**config.mk**
```make
export PLATFORM = sky130hd
export DESIGN_NAME = step_sequenced_gain_gate_top
export DESIGN_NICKNAME = d
export VERILOG_FILES = /design/src/sv/ssgg_pkg.sv /design/src/sv/ssgg_regs.sv /design/src/sv/ssgg_front.sv /design/src/sv/ssgg_fifo.sv /design/src/sv/ssgg_div.sv /design/src/sv/ssgg_back.sv /design/src/sv/step_sequenced_gain_gate_top.sv
export VERILOG_INCLUDE_DIRS = /design/src /design/src/sv
export SDC_FILE = /design/constraint.sdc
export NUM_CORES = 2
export LEC_CHECK = 0
export BUFFER_PORTS_ARGS = -buffer_cell sky130_fd_sc_hd__buf_2
export CORE_MARGIN = 2
export CORE_UTILIZATION = 59
export DETAILED_ROUTE_END_ITERATION = 8
export GPL_ROUTABILITY_DRIVEN = 0
export HOLD_SLACK_MARGIN = 0.12
export PLACE_DENSITY_LB_ADDON = 0.1
export SLEW_MARGIN = 15
export SYNTH_ARGS = -nofsm -noshare
export SYNTH_HDL_FRONTEND = slang
export SYNTH_SLANG_ARGS = --single-unit
export TNS_END_PERCENT = 50
```
**constraint.sdc**
```tcl
create_clock -name clk -period 9.92 [get_ports clk]
set_input_delay 0.496 -clock clk [delete_from_list [all_inputs] [get_ports clk]]
set_output_delay 0.496 -clock clk [all_outputs]
set_load 0.01 [all_outputs]
```
**src/sv/step_sequenced_gain_gate_top_defines.svh**
```systemverilog
// Assertion macros shared by the gain gate RTL.
// Expects signals named clk and rst_n in the scope of each use.
`ifndef STEP_SEQUENCED_GAIN_GATE_TOP_DEFINES_SVH
`define STEP_SEQUENCED_GAIN_GATE_TOP_DEFINES_SVH

// Same-cycle implication, disabled while reset is held.
`define SSGG_ASSERT_IMPL(lbl, ante, cons, msg) \
  lbl: assert property (@(posedge clk) disable iff (!rst_n) (ante) |-> (cons)) \
    else $error(msg);

// Next-cycle implication, disabled while reset is held.
`define SSGG_ASSERT_NEXT(lbl, ante, cons, msg) \
  lbl: assert property (@(posedge clk) disable iff (!rst_n) (ante) |=> (cons)) \
    else $error(msg);

`endif

```
**src/sv/ssgg_pkg.sv**
```systemverilog
// Shared types, constants and helpers for the step-sequenced gain gate.
// No dependencies; imported by every module of the block.
package ssgg_pkg;

  localparam int LVL_W     = 16;
  localparam int FRAC_W    = 15;
  localparam int STEP_W    = 4;
  localparam int STEPS_W   = 5;
  localparam int OUT_BITS  = 24;
  localparam int DIVD_W    = 31;
  localparam int QUO_W     = 16;
  localparam int DIV_STEPS = 16;
  localparam int QDEPTH    = 2;
  localparam int CFG_IDX_W = 4;
  localparam int CFG_DAT_W = 64;
  localparam int INC_REG_W = 32;
  localparam int NUM_LVL_WORDS = 4;

  localparam logic [16:0] ONE_Q15   = 17'd32768;
  localparam logic [15:0] RAMP_MIN  = 16'd328;
  localparam logic [4:0]  MAX_SLOTS = 5'd16;

  localparam logic [31:0] RST_PHASE_INC = 32'd178957;
  localparam logic [4:0]  RST_STEPS     = 5'd16;
  localparam logic [15:0] RST_RAMP      = 16'd6554;

  localparam logic [CFG_IDX_W-1:0] REG_PHASE_INC = 4'd0;
  localparam logic [CFG_IDX_W-1:0] REG_STEPS     = 4'd1;
  localparam logic [CFG_IDX_W-1:0] REG_ATTACK    = 4'd2;
  localparam logic [CFG_IDX_W-1:0] REG_RELEASE   = 4'd3;
  localparam logic [CFG_IDX_W-1:0] REG_LVL_0_3   = 4'd4;
  localparam logic [CFG_IDX_W-1:0] REG_LVL_4_7   = 4'd5;
  localparam logic [CFG_IDX_W-1:0] REG_LVL_8_11  = 4'd6;
  localparam logic [CFG_IDX_W-1:0] REG_LVL_12_15 = 4'd7;

  // Clamped configuration seen by the front and back halves.
  typedef struct packed {
    logic [STEPS_W-1:0] steps;
    logic [LVL_W-1:0]   atk;
    logic [LVL_W-1:0]   rel;
  } cfg_t;

  // One classified item waiting for the back half.
  typedef struct packed {
    logic              halted;
    logic [FRAC_W-1:0] frac;
    logic [STEP_W-1:0] act_idx;
    logic [STEP_W-1:0] prv_idx;
    logic [STEP_W-1:0] nxt_idx;
  } job_t;

  localparam int JOB_W = $bits(job_t);

  typedef enum logic [3:0] {
    B_IDLE,
    B_LACT,
    B_LPRV,
    B_LNXT,
    B_MUL,
    B_ASTART,
    B_AWAIT,
    B_RSTART,
    B_RWAIT,
    B_GAIN,
    B_SCALE
  } back_state_t;

  function automatic logic [LVL_W-1:0] clamp_level(input logic [LVL_W-1:0] v);
    logic [LVL_W-1:0] r;
    r = v;
    if ({1'b0, v} > ONE_Q15) r = ONE_Q15[LVL_W-1:0];
    return r;
  endfunction

  function automatic logic [LVL_W-1:0] clamp_ramp(input logic [LVL_W-1:0] v);
    logic [LVL_W-1:0] r;
    r = v;
    if (v < RAMP_MIN) r = RAMP_MIN;
    if ({1'b0, v} > ONE_Q15) r = ONE_Q15[LVL_W-1:0];
    return r;
  endfunction

endpackage

```
**src/sv/ssgg_regs.sv**
```systemverilog
// Configuration register file: write decode, reset values, clamping and
// the level lookup port. Depends on ssgg_pkg.
module ssgg_regs #(
  parameter int PHASE_BITS = 32
) (
  input  logic                             clk,
  input  logic                             rst_n,
  input  logic                             cfg_valid,
  output logic                             cfg_ready,
  input  logic [ssgg_pkg::CFG_IDX_W-1:0]   cfg_index,
  input  logic [ssgg_pkg::CFG_DAT_W-1:0]   cfg_data,
  output logic [PHASE_BITS-1:0]            phase_inc,
  output ssgg_pkg::cfg_t                   cfg,
  input  logic [ssgg_pkg::STEP_W-1:0]      lvl_addr,
  output logic [ssgg_pkg::LVL_W-1:0]       lvl_data
);
  import ssgg_pkg::*;

  localparam int IW = (PHASE_BITS > INC_REG_W) ? PHASE_BITS : INC_REG_W;

  logic [INC_REG_W-1:0] inc_r;
  logic [STEPS_W-1:0]   steps_r;
  logic [LVL_W-1:0]     atk_r;
  logic [LVL_W-1:0]     rel_r;
  logic [CFG_DAT_W-1:0] lvl_r [NUM_LVL_WORDS];

  logic [IW-1:0]        inc_w;
  logic [CFG_DAT_W-1:0] lvl_word;

  assign cfg_ready = 1'b1;

  always_ff @(posedge clk) begin
    if (!rst_n) begin
      inc_r   <= RST_PHASE_INC;
      steps_r <= RST_STEPS;
      atk_r   <= RST_RAMP;
      rel_r   <= RST_RAMP;
      for (int i = 0; i < NUM_LVL_WORDS; i++) lvl_r[i] <= '0;
    end else if (cfg_valid && cfg_ready) begin
      case (cfg_index)
        REG_PHASE_INC: inc_r    <= cfg_data[INC_REG_W-1:0];
        REG_STEPS:     steps_r  <= cfg_data[STEPS_W-1:0];
        REG_ATTACK:    atk_r    <= cfg_data[LVL_W-1:0];
        REG_RELEASE:   rel_r    <= cfg_data[LVL_W-1:0];
        REG_LVL_0_3:   lvl_r[0] <= cfg_data;
        REG_LVL_4_7:   lvl_r[1] <= cfg_data;
        REG_LVL_8_11:  lvl_r[2] <= cfg_data;
        REG_LVL_12_15: lvl_r[3] <= cfg_data;
        default: ;
      endcase
    end
  end

  // Mask or extend the increment to the phase width.
  assign inc_w     = IW'(inc_r);
  assign phase_inc = inc_w[PHASE_BITS-1:0];

  always_comb begin
    cfg.steps = steps_r;
    if (steps_r == '0) cfg.steps = STEPS_W'(1);
    if (steps_r > MAX_SLOTS) cfg.steps = MAX_SLOTS;
    cfg.atk = clamp_ramp(atk_r);
    cfg.rel = clamp_ramp(rel_r);
  end

  assign lvl_word = lvl_r[lvl_addr[STEP_W-1:2]];
  assign lvl_data = clamp_level(lvl_word[lvl_addr[1:0]*LVL_W +: LVL_W]);

endmodule

```
**src/sv/ssgg_front.sv**
```systemverilog
// Front half: accepts items, runs the phase accumulator and step tracking,
// and pushes one classified job per item into the queue. Depends on ssgg_pkg.
module ssgg_front #(
  parameter int PHASE_BITS = 32
) (
  input  logic                  clk,
  input  logic                  rst_n,
  input  logic                  in_valid,
  output logic                  in_ready,
  input  logic                  load_position,
  input  logic [PHASE_BITS-1:0] new_position,
  input  logic [PHASE_BITS-1:0] phase_inc,
  input  ssgg_pkg::cfg_t        cfg,
  input  logic                  q_full,
  output logic                  push,
  output ssgg_pkg::job_t        job
);
  import ssgg_pkg::*;

  localparam int PW = PHASE_BITS + STEPS_W;

  logic [PHASE_BITS-1:0] phase_r, phase_nxt;
  logic [STEP_W-1:0]     act_r, act_nxt;
  logic [STEP_W-1:0]     prv_r, prv_nxt;
  logic                  seen_r, seen_nxt;

  logic [PHASE_BITS-1:0] ph;
  logic [PW-1:0]         prod;
  logic [STEP_W-1:0]     idx;
  logic [STEPS_W-1:0]    idx_inc;
  logic                  run;

  assign in_ready = !q_full;
  assign push     = in_valid && in_ready;

  assign ph      = load_position ? new_position : phase_r;
  assign run     = (phase_inc != '0);
  assign prod    = PW'(ph) * PW'(cfg.steps);
  assign idx     = prod[PHASE_BITS +: STEP_W];
  assign idx_inc = {1'b0, idx} + STEPS_W'(1);

  always_comb begin
    phase_nxt = phase_r;
    act_nxt   = act_r;
    prv_nxt   = prv_r;
    seen_nxt  = seen_r;
    if (push) begin
      phase_nxt = ph + phase_inc;
      if (run) begin
        if (!seen_r) begin
          act_nxt  = idx;
          prv_nxt  = idx;
          seen_nxt = 1'b1;
        end else if (act_r != idx) begin
          prv_nxt = act_r;
          act_nxt = idx;
        end
      end
    end
  end

  always_comb begin
    job.halted  = !run;
    job.frac    = prod[PHASE_BITS-1 -: FRAC_W];
    job.act_idx = idx;
    job.prv_idx = prv_nxt;
    job.nxt_idx = (idx_inc < cfg.steps) ? idx_inc[STEP_W-1:0] : '0;
  end

  always_ff @(posedge clk) begin
    if (!rst_n) begin
      phase_r <= '0;
      act_r   <= '0;
      prv_r   <= '0;
      seen_r  <= 1'b0;
    end else begin
      phase_r <= phase_nxt;
      act_r   <= act_nxt;
      prv_r   <= prv_nxt;
      seen_r  <= seen_nxt;
    end
  end

endmodule

```
**src/sv/ssgg_fifo.sv**
```systemverilog
// Short job queue between the front and back halves.
// Depends on ssgg_pkg for its depth.
module ssgg_fifo #(
  parameter int DW = 76
) (
  input  logic          clk,
  input  logic          rst_n,
  input  logic          push,
  input  logic [DW-1:0] wdata,
  output logic          full,
  input  logic          pop,
  output logic [DW-1:0] rdata,
  output logic          empty
);
  import ssgg_pkg::*;

  localparam int AW = $clog2(QDEPTH);
  localparam int CW = $clog2(QDEPTH + 1);

  logic [DW-1:0] mem_r [QDEPTH];
  logic [AW-1:0] wptr_r, rptr_r;
  logic [CW-1:0] cnt_r;
  logic          do_push, do_pop;

  assign full    = (cnt_r == CW'(QDEPTH));
  assign empty   = (cnt_r == '0);
  assign do_push = push && !full;
  assign do_pop  = pop && !empty;
  assign rdata   = mem_r[rptr_r];

  always_ff @(posedge clk) begin
    if (do_push) mem_r[wptr_r] <= wdata;
  end

  always_ff @(posedge clk) begin
    if (!rst_n) begin
      wptr_r <= '0;
      rptr_r <= '0;
      cnt_r  <= '0;
    end else begin
      if (do_push) wptr_r <= (wptr_r == AW'(QDEPTH - 1)) ? '0 : wptr_r + AW'(1);
      if (do_pop)  rptr_r <= (rptr_r == AW'(QDEPTH - 1)) ? '0 : rptr_r + AW'(1);
      case ({do_push, do_pop})
        2'b10:   cnt_r <= cnt_r + CW'(1);
        2'b01:   cnt_r <= cnt_r - CW'(1);
        default: cnt_r <= cnt_r;
      endcase
    end
  end

endmodule

```
**src/sv/ssgg_div.sv**
```systemverilog
// Restoring divider, one quotient bit per cycle, for the ramp slopes.
// Quotient is known to stay below 2^16. Depends on ssgg_pkg.
module ssgg_div (
  input  logic                        clk,
  input  logic                        rst_n,
  input  logic                        start,
  input  logic [ssgg_pkg::DIVD_W-1:0] dividend,
  input  logic [ssgg_pkg::LVL_W-1:0]  divisor,
  output logic                        busy,
  output logic                        done,
  output logic [ssgg_pkg::QUO_W-1:0]  quotient
);
  import ssgg_pkg::*;

  localparam int CNT_W = $clog2(DIV_STEPS);
  localparam int REM_W = DIVD_W - QUO_W;

  logic             busy_r, busy_nxt;
  logic             done_r, done_nxt;
  logic [CNT_W-1:0] cnt_r, cnt_nxt;
  logic [REM_W-1:0] rem_r, rem_nxt;
  logic [QUO_W-1:0] lo_r, lo_nxt;
  logic [QUO_W-1:0] q_r, q_nxt;
  logic [LVL_W-1:0] d_r, d_nxt;

  logic [REM_W:0]   trial;
  logic [REM_W:0]   diff;
  logic             ge;

  assign trial = {rem_r, lo_r[QUO_W-1]};
  assign ge    = (trial >= d_r);
  assign diff  = trial - d_r;

  always_comb begin
    busy_nxt = busy_r;
    done_nxt = 1'b0;
    cnt_nxt  = cnt_r;
    rem_nxt  = rem_r;
    lo_nxt   = lo_r;
    q_nxt    = q_r;
    d_nxt    = d_r;
    if (start) begin
      busy_nxt = 1'b1;
      cnt_nxt  = '0;
      rem_nxt  = dividend[DIVD_W-1 -: REM_W];
      lo_nxt   = dividend[QUO_W-1:0];
      d_nxt    = divisor;
    end else if (busy_r) begin
      rem_nxt = ge ? diff[REM_W-1:0] : trial[REM_W-1:0];
      lo_nxt  = {lo_r[QUO_W-2:0], 1'b0};
      q_nxt   = {q_r[QUO_W-2:0], ge};
      cnt_nxt = cnt_r + CNT_W'(1);
      if (cnt_r == CNT_W'(DIV_STEPS - 1)) begin
        busy_nxt = 1'b0;
        done_nxt = 1'b1;
      end
    end
  end

  always_ff @(posedge clk) begin
    if (!rst_n) begin
      busy_r <= 1'b0;
      done_r <= 1'b0;
      cnt_r  <= '0;
    end else begin
      busy_r <= busy_nxt;
      done_r <= done_nxt;
      cnt_r  <= cnt_nxt;
    end
  end

  always_ff @(posedge clk) begin
    rem_r <= rem_nxt;
    lo_r  <= lo_nxt;
    q_r   <= q_nxt;
    d_r   <= d_nxt;
  end

  assign busy     = busy_r;
  assign done     = done_r;
  assign quotient = q_r;

endmodule

```
**src/sv/ssgg_back.sv**
```systemverilog
// Back half: looks up step levels, builds the ramped gain with the shared
// divider, scales both samples and holds the result. Depends on ssgg_pkg,
// ssgg_div and the assertion macros.
`include "step_sequenced_gain_gate_top_defines.svh"

module ssgg_back #(
  parameter int SAMPLE_BITS = 24
) (
  input  logic                                        clk,
  input  logic                                        rst_n,
  input  logic                                        q_empty,
  output logic                                        q_pop,
  input  logic [ssgg_pkg::JOB_W+2*SAMPLE_BITS-1:0]    q_data,
  input  ssgg_pkg::cfg_t                              cfg,
  output logic [ssgg_pkg::STEP_W-1:0]                 lvl_addr,
  input  logic [ssgg_pkg::LVL_W-1:0]                  lvl_data,
  output logic                                        out_valid,
  input  logic                                        out_ready,
  output logic [ssgg_pkg::OUT_BITS-1:0]               out_left,
  output logic [ssgg_pkg::OUT_BITS-1:0]               out_right,
  output logic [ssgg_pkg::LVL_W-1:0]                  out_gain
);
  import ssgg_pkg::*;

  localparam int PRD_W = SAMPLE_BITS + LVL_W + 1;
  localparam int EXT_W = (PRD_W > OUT_BITS) ? PRD_W : OUT_BITS;

  back_state_t state_r, state_nxt;

  job_t                   job_r;
  logic [SAMPLE_BITS-1:0] sl_r, sr_r;
  logic [LVL_W-1:0]       act_r, prv_r, nxt_r;
  logic                   atk_on_r, rel_on_r;
  logic [DIVD_W-1:0]      da_r, dr_r;
  logic [QUO_W-1:0]       qa_r, qr_r;
  logic [LVL_W-1:0]       gain_r;
  logic                   out_valid_r;
  logic [OUT_BITS-1:0]    out_l_r, out_r_r;
  logic [LVL_W-1:0]       out_g_r;

  logic                   div_start, div_busy, div_done;
  logic [DIVD_W-1:0]      div_dividend;
  logic [LVL_W-1:0]       div_divisor;
  logic [QUO_W-1:0]       div_q;
  logic                   out_load;

  logic [16:0]            frac_x, rel_thr, rel_dist;
  logic [LVL_W-1:0]       up_span, dn_span;
  logic signed [17:0]     g_att, g_rel;
  logic signed [PRD_W-1:0] prd_l, prd_r, sh_l, sh_r;
  logic signed [EXT_W-1:0] ext_l, ext_r;

  ssgg_div u_div (
    .clk      (clk),
    .rst_n    (rst_n),
    .start    (div_start),
    .dividend (div_dividend),
    .divisor  (div_divisor),
    .busy     (div_busy),
    .done     (div_done),
    .quotient (div_q)
  );

  always_ff @(posedge clk) begin
    if (!rst_n) state_r <= B_IDLE;
    else        state_r <= state_nxt;
  end

  always_comb begin
    state_nxt    = state_r;
    q_pop        = 1'b0;
    div_start    = 1'b0;
    div_dividend = da_r;
    div_divisor  = cfg.atk;
    out_load     = 1'b0;
    case (state_r)
      B_LACT:  lvl_addr = job_r.act_idx;
      B_LPRV:  lvl_addr = job_r.prv_idx;
      default: lvl_addr = job_r.nxt_idx;
    endcase
    case (state_r)
      B_IDLE: begin
        if (!q_empty) begin
          q_pop     = 1'b1;
          state_nxt = B_LACT;
        end
      end
      B_LACT: state_nxt = B_LPRV;
      B_LPRV: state_nxt = B_LNXT;
      B_LNXT: state_nxt = B_MUL;
      B_MUL:  state_nxt = B_ASTART;
      B_ASTART: begin
        div_start = atk_on_r;
        state_nxt = atk_on_r ? B_AWAIT : B_RSTART;
      end
      B_AWAIT: begin
        if (div_done) state_nxt = B_RSTART;
      end
      B_RSTART: begin
        div_start    = rel_on_r;
        div_dividend = dr_r;
        div_divisor  = cfg.rel;
        state_nxt    = rel_on_r ? B_RWAIT : B_GAIN;
      end
      B_RWAIT: begin
        if (div_done) state_nxt = B_GAIN;
      end
      B_GAIN: state_nxt = B_SCALE;
      B_SCALE: begin
        if (!out_valid_r || out_ready) begin
          out_load  = 1'b1;
          state_nxt = B_IDLE;
        end
      end
      default: state_nxt = B_IDLE;
    endcase
  end

  // Ramp operands.
  assign frac_x   = {2'b00, act_r == '0 ? job_r.frac : job_r.frac};
  assign rel_thr  = ONE_Q15 - {1'b0, cfg.rel};
  assign rel_dist = frac_x - rel_thr;
  assign up_span  = act_r - prv_r;
  assign dn_span  = act_r - nxt_r;

  assign g_att = atk_on_r ? $signed({2'b00, prv_r}) + $signed({2'b00, qa_r})
                          : $signed({2'b00, act_r});
  assign g_rel = rel_on_r ? g_att - $signed({2'b00, qr_r}) : g_att;

  assign prd_l = $signed(sl_r) * $signed({1'b0, gain_r});
  assign prd_r = $signed(sr_r) * $signed({1'b0, gain_r});
  assign sh_l  = prd_l >>> FRAC_W;
  assign sh_r  = prd_r >>> FRAC_W;
  assign ext_l = EXT_W'(sh_l);
  assign ext_r = EXT_W'(sh_r);

  always_ff @(posedge clk) begin
    case (state_r)
      B_IDLE: begin
        if (q_pop) begin
          job_r <= job_t'(q_data[JOB_W-1:0]);
          sl_r  <= q_data[JOB_W +: SAMPLE_BITS];
          sr_r  <= q_data[JOB_W+SAMPLE_BITS +: SAMPLE_BITS];
        end
      end
      // A halted sequence forces the active level, and with it the gain, to zero.
      B_LACT: act_r <= job_r.halted ? '0 : lvl_data;
      B_LPRV: prv_r <= lvl_data;
      B_LNXT: nxt_r <= lvl_data;
      B_MUL: begin
        atk_on_r <= ({1'b0, job_r.frac} < cfg.atk) && (prv_r < act_r);
        rel_on_r <= (frac_x > rel_thr) && (nxt_r < act_r);
        da_r     <= DIVD_W'(job_r.frac) * DIVD_W'(up_span);
        dr_r     <= DIVD_W'(rel_dist[FRAC_W-1:0]) * DIVD_W'(dn_span);
      end
      B_AWAIT: if (div_done) qa_r <= div_q;
      B_RWAIT: if (div_done) qr_r <= div_q;
      B_GAIN: begin
        if (g_rel < 0) gain_r <= '0;
        else if (g_rel > $signed({1'b0, ONE_Q15})) gain_r <= ONE_Q15[LVL_W-1:0];
        else gain_r <= g_rel[LVL_W-1:0];
      end
      default: ;
    endcase
  end

  always_ff @(posedge clk) begin
    if (out_load) begin
      out_l_r <= ext_l[OUT_BITS-1:0];
      out_r_r <= ext_r[OUT_BITS-1:0];
      out_g_r <= gain_r;
    end
  end

  always_ff @(posedge clk) begin
    if (!rst_n)          out_valid_r <= 1'b0;
    else if (out_load)   out_valid_r <= 1'b1;
    else if (out_ready)  out_valid_r <= 1'b0;
  end

  assign out_valid = out_valid_r;
  assign out_left  = out_l_r;
  assign out_right = out_r_r;
  assign out_gain  = out_g_r;

  `SSGG_ASSERT_IMPL(a_div_start_idle, div_start, !div_busy, "divider started while busy")
  `SSGG_ASSERT_IMPL(a_div_done_wait, div_done, (state_r == B_AWAIT) || (state_r == B_RWAIT), "divider result with nobody waiting")
  `SSGG_ASSERT_NEXT(a_out_load, out_load, out_valid_r, "loaded result not presented")
  `SSGG_ASSERT_IMPL(a_gain_range, out_valid_r, {1'b0, out_g_r} <= ONE_Q15, "gain above unity")

endmodule

```
**src/sv/step_sequenced_gain_gate_top.sv**
```systemverilog
// Top level of the step-sequenced stereo gain gate.
// Depends on ssgg_pkg, ssgg_regs, ssgg_front, ssgg_fifo and ssgg_back.
//
// Usage:
//   in_*  : one stereo pair per transfer. tdata = {new_position, sample_right,
//           sample_left}, tuser[0] = load_position (loads the phase first).
//   out_* : one result per input. tdata = {gain_used, out_right, out_left}.
//   cfg_* : register writes, always ready; write only while the block is idle.
// The front accepts an item and queues it (two entries). The back works on
// one item at a time: it looks up three step levels, runs the 16-step
// shared divider that computes the ramp slopes once per active ramp, then
// builds the gain and scales both samples.
// Reset (synchronous, rst_n low) restores the register defaults, clears the
// phase and step tracking and empties the queue and output register.
// When the receiver stalls, the result waits in the output register, the
// back finishes at most one more item, and in_tready drops once the queue
// is full; nothing is lost or repeated.
module step_sequenced_gain_gate_top #(
  parameter int PHASE_BITS  = 32,
  parameter int SAMPLE_BITS = 24
) (
  input  logic                                          clk,
  input  logic                                          rst_n,
  input  logic                                          in_tvalid,
  output logic                                          in_tready,
  // sample_left, sample_right, new_position, zero fill
  input  logic [((2*SAMPLE_BITS+PHASE_BITS+7)/8)*8-1:0] in_tdata,
  // load_position
  input  logic [0:0]                                    in_tuser,
  output logic                                          out_tvalid,
  input  logic                                          out_tready,
  // out_left, out_right, gain_used
  output logic [63:0]                                   out_tdata,
  input  logic                                          cfg_valid,
  output logic                                          cfg_ready,
  input  logic [ssgg_pkg::CFG_IDX_W-1:0]                cfg_index,
  input  logic [ssgg_pkg::CFG_DAT_W-1:0]                cfg_data
);
  import ssgg_pkg::*;

  localparam int QW = JOB_W + 2*SAMPLE_BITS;

  logic [PHASE_BITS-1:0] phase_inc;
  cfg_t                  cfg;
  logic [STEP_W-1:0]     lvl_addr;
  logic [LVL_W-1:0]      lvl_data;
  logic                  q_push, q_full, q_pop, q_empty;
  job_t                  job;
  logic [QW-1:0]         q_wdata, q_rdata;
  logic [OUT_BITS-1:0]   res_left, res_right;
  logic [LVL_W-1:0]      res_gain;

  ssgg_regs #(.PHASE_BITS(PHASE_BITS)) u_regs (
    .clk       (clk),
    .rst_n     (rst_n),
    .cfg_valid (cfg_valid),
    .cfg_ready (cfg_ready),
    .cfg_index (cfg_index),
    .cfg_data  (cfg_data),
    .phase_inc (phase_inc),
    .cfg       (cfg),
    .lvl_addr  (lvl_addr),
    .lvl_data  (lvl_data)
  );

  ssgg_front #(.PHASE_BITS(PHASE_BITS)) u_front (
    .clk           (clk),
    .rst_n         (rst_n),
    .in_valid      (in_tvalid),
    .in_ready      (in_tready),
    .load_position (in_tuser[0]),
    .new_position  (in_tdata[2*SAMPLE_BITS +: PHASE_BITS]),
    .phase_inc     (phase_inc),
    .cfg           (cfg),
    .q_full        (q_full),
    .push          (q_push),
    .job           (job)
  );

  assign q_wdata = {in_tdata[2*SAMPLE_BITS-1:0], job};

  ssgg_fifo #(.DW(QW)) u_fifo (
    .clk   (clk),
    .rst_n (rst_n),
    .push  (q_push),
    .wdata (q_wdata),
    .full  (q_full),
    .pop   (q_pop),
    .rdata (q_rdata),
    .empty (q_empty)
  );

  ssgg_back #(.SAMPLE_BITS(SAMPLE_BITS)) u_back (
    .clk       (clk),
    .rst_n     (rst_n),
    .q_empty   (q_empty),
    .q_pop     (q_pop),
    .q_data    (q_rdata),
    .cfg       (cfg),
    .lvl_addr  (lvl_addr),
    .lvl_data  (lvl_data),
    .out_valid (out_tvalid),
    .out_ready (out_tready),
    .out_left  (res_left),
    .out_right (res_right),
    .out_gain  (res_gain)
  );

  assign out_tdata = {res_gain, res_right, res_left};

endmodule
```
==> run_results.csv <==
group,metric,value,unit
critical_path,ff2ff_setup_slack,-0.03,ns
floorplanning,coreArea,147700,µm²
finish,final_cell_area,97390,µm²
critical_path,end_kind,"register",
drt,route.detailed.drc,0,
yosys,synth_edf_count,771,
drt,vias_per_cell,5.693,
critical_path,slowest_delay,0.51,ns
global_routing,grt_pass1_wl,367.0,mm
global_routing,gr-total-overflow,0,
floorplanning,die_w,389.7,µm
global_routing,grtUsageTotal,31.06,%
critical_path,worstPathRequired,10.42,ns
timing,slew_headroom,22.79,%
clocking,clk_latency,0.78,ns
drt,firstDrtPassIters,8,
timing,worst_clock_skew,0.09376,ns
place,port_buffers,219,
yosys,synth_area_per_cell,10.07,µm²
floorplanning,die_h,389.7,µm
timing,max_clock_freq,100.5,MHz
finish,n_fill_cell,11680,
timing,finalSetupViolations,2,
critical_path,critPathArrivalTime,10.45,ns
place,postPlaceCellArea,92210,µm²
floorplanning,io_pins,221,
clocking,cts_made_buffers,102,
floorplanning,start_util,59.43,%
clocking,cts_tree,"yes",
finish,layout-drive-gt1-share,10.60,%
drt,antenna_left,0,
yosys,synthFlopType,"edfxtp_1",
drt,drt_iter0_markers,4297,
place,dpl.hpwl,175.8,mm
outcome,status,"finished with violations",
global_routing,grt_pass1_vias,66390,
finish,final_util,65.96,%
timing,rsz0062_at_grt,"true",
floorplanning,row_count,141,
timing,hold_viol_final,0,
critical_path,r2r_start,"u_regs.rel_r[10]",
critical_path,crit_path_top_delay_cell,"fa_1",
timing,holdWs,0.2064,ns
yosys,syn_area,87750,µm²
critical_path,cp_max_fo,3,
clocking,htree_num_levels,3,
global_routing,antenna_found_initial,6,
yosys,synthArstFlopShare,0,%
run,cap_violations,0,
global_routing,grt_max_degree,113,
clocking,clock_sinks,896,
clocking,cts_max_path_buffers,3,
critical_path,path_class,"register to register",
timing,period_share,100.3,%
outcome,violations,"negative setup slack",
clocking,clock-root-buffer,"clkbuf_16",
yosys,netlist_instances,8711,
critical_path,crit_path_start,"u_regs.rel_r[10]",
finish,area_delta_synth_final,10.99,%
critical_path,r2r_end,"u_back.dr_r[28]",
critical_path,path_common_cell,"fa_1",
critical_path,endpoint,"u_back.dr_r[28]",
yosys,synth_cell_types,85,
timing,min_period,9.945,ns
timing,setup_slack,-0.02538,ns
critical_path,start_kind,"register",
yosys,synth-seq-cells,896,
timing,slew_viol_final,0,
drt,vias,63080,
yosys,syn_nets,10610,
floorplanning,die-area,151800,µm²
worst_hold_path,hold_class,"input port to register",
yosys,ys.warnings.count,0,
drt,wl,231.3,mm
drt,wl_per_cell,20.87,µm
finish,nets,10960,
yosys,seq_area_frac_synth,29.24,%
critical_path,r2r_cells,43,
timing,tightest_slew,1.153,ns
clocking,worst_setup_hold_path_clk_slew,0.06,ns
-- area by class of cell --
type	instances	area [µm²]	area share, %
flip-flops and latches	896	25660	26.35
clock buffers	130	2761	2.835
inverters	1410	5293	5.434
repair buffers	637	4572	4.694
multi-input cells	6011	55900	57.40
clock inverters	63	783.3	0.8042
well taps	1930	2415	2.479
diodes	3	7.507	0.007708
-- repair_timing --
| action | in CTS | in global routing |
|---|---|---|
| hold buffers | 111 | 0 |
| pin swaps | 40 | 32 |
| endpoints found under the setup margin | 10 | 15 |
| gates resized for setup | 53 | 50 |
| setup buffers | 6 | 13 |
| hold endpoints to repair | 342 | 0 |
-- critical path: cells and delay by family, from the launching register on --
kind | cells | cell delay, ns
AO/OA/AOI/OAI | 19 | 3.42
XOR/XNOR | 3 | 0.38
adder cells (fa/ha/maj) | 9 | 3.59
buffers and inverters | 5 | 0.57
flip-flops | 1 | 0.32
AND/OR/NAND/NOR | 7 | 1.39
-- cells in the final DEF (no fill, tap or decap), types with 36 or more instances in the layout --
master and n:
xor2_1 73, nand2_1 1214, a21o_1 93, nor2_1 431, xnor2_1 152, a21oi_1 268, nor3_1 60, mux2i_1 142
mux2_2 137, dfxtp_1 123, ha_1 564, buf_4 300, nor2b_1 56, nand3_1 97, clkbuf_16 105, o21ai_0 154
dlygate4sd3_1 111, and2_1 664, o21a_1 36, fa_1 1178, buf_2 219, edfxtp_1 771, a211oi_1 52, inv_1 1405
o211ai_1 42, nand2b_1 65
-- worst min path at each step --
stage,from,end,slack [ns],cells past startpoint
floorplan,u_back.u_div.quotient[15],u_back.qa_r[15],0.42,0
global placement,u_front.phase_r[19],u_front.phase_r[19],0.44,2
detailed placement,u_front.phase_r[7],u_front.phase_r[7],0.44,2
CTS,cfg_data[3],u_regs.rel_r[3],0.15,3
global route,cfg_data[3],u_regs.rel_r[3],0.19,3
finish,cfg_data[3],u_regs.rel_r[3],0.21,3
-- metal layers --
layer	global-route usage, %	vias to the layer above	share of wire [%]
met5	0	-	0.012
met4	13.53	4	4.9
met3	4.566	509	6.2
met2	53.15	2160	49
met1	39.36	31800	40
li1	-	28610	-
-- kinds of logic after synthesis --
logic type	after synthesis	synth area share, %
adder cells (fa/ha/maj)	1749	35.04
AO/OA/AOI/OAI	922	6.819
buffers and inverters	1804	7.778
flip-flops	896	29.24
multiplexers	290	3.519
other	1	0.004274
XOR/XNOR	238	2.384
AND/OR/NAND/NOR	2811	15.22
-- metrics by stage --
step | instances | TNS (ns) | worst slack, ns
after floorplan | 8711 | -0.04800 | -0.04800
after global placement | 10750 | -4.354 | -0.8631
after detailed placement | 10750 | -5.899 | -1.041
after CTS | 11060 | -0.01529 | -0.01529
after global routing | 11080 | -2.184 | -0.4172
final | 11080 | -0.04992 | -0.02538
-- flip-flops by register name (all words and copies together), names as in the netlist, 24 cells and up --
register / count
u_regs.lvl_r: 256
u_back.sr_r: 24
u_fifo.mem_r: 152
u_front.phase_r: 32
u_back.da_r: 31
u_regs.phase_inc: 32
u_back.dr_r: 31
u_back.sl_r: 24
u_back.out_left: 24
u_back.out_right: 24
-- Yosys cell counts (all sizes together) (21+ instances only) --
master	count	area, µm²
ha	568	7107
edfxtp	771	23150
o21a	37	277.8
buf	34	180.2
o311ai	21	183.9
a21boi	24	180.2
or2	23	143.9
nand3	97	485.5
a211oi	56	425.4
nor3b	29	217.7
inv	1409	5289
nor3	66	335.3
fa	1181	23640
a21oi	277	1386
mux2i	142	1421
xnor2	161	1410
nand2	1220	4579
nand4	30	187.7
dfxtp	125	2502
o211ai	43	327.8
a31oi	29	181.4
and3	32	200.2
clkbuf	360	1353
o21ai	185	929.6
mux2	148	1667
nand2b	66	420.4
a21o	93	698.2
nor2	446	1674
nor2b	60	375.4
and2	666	4167
nor4	24	150.1
o31ai	22	178.9
xor2	77	681.9
Power is left out: the tool's default activity adds up to more than one toggle a clock period on the data nets, which glitch-free logic cannot reach.
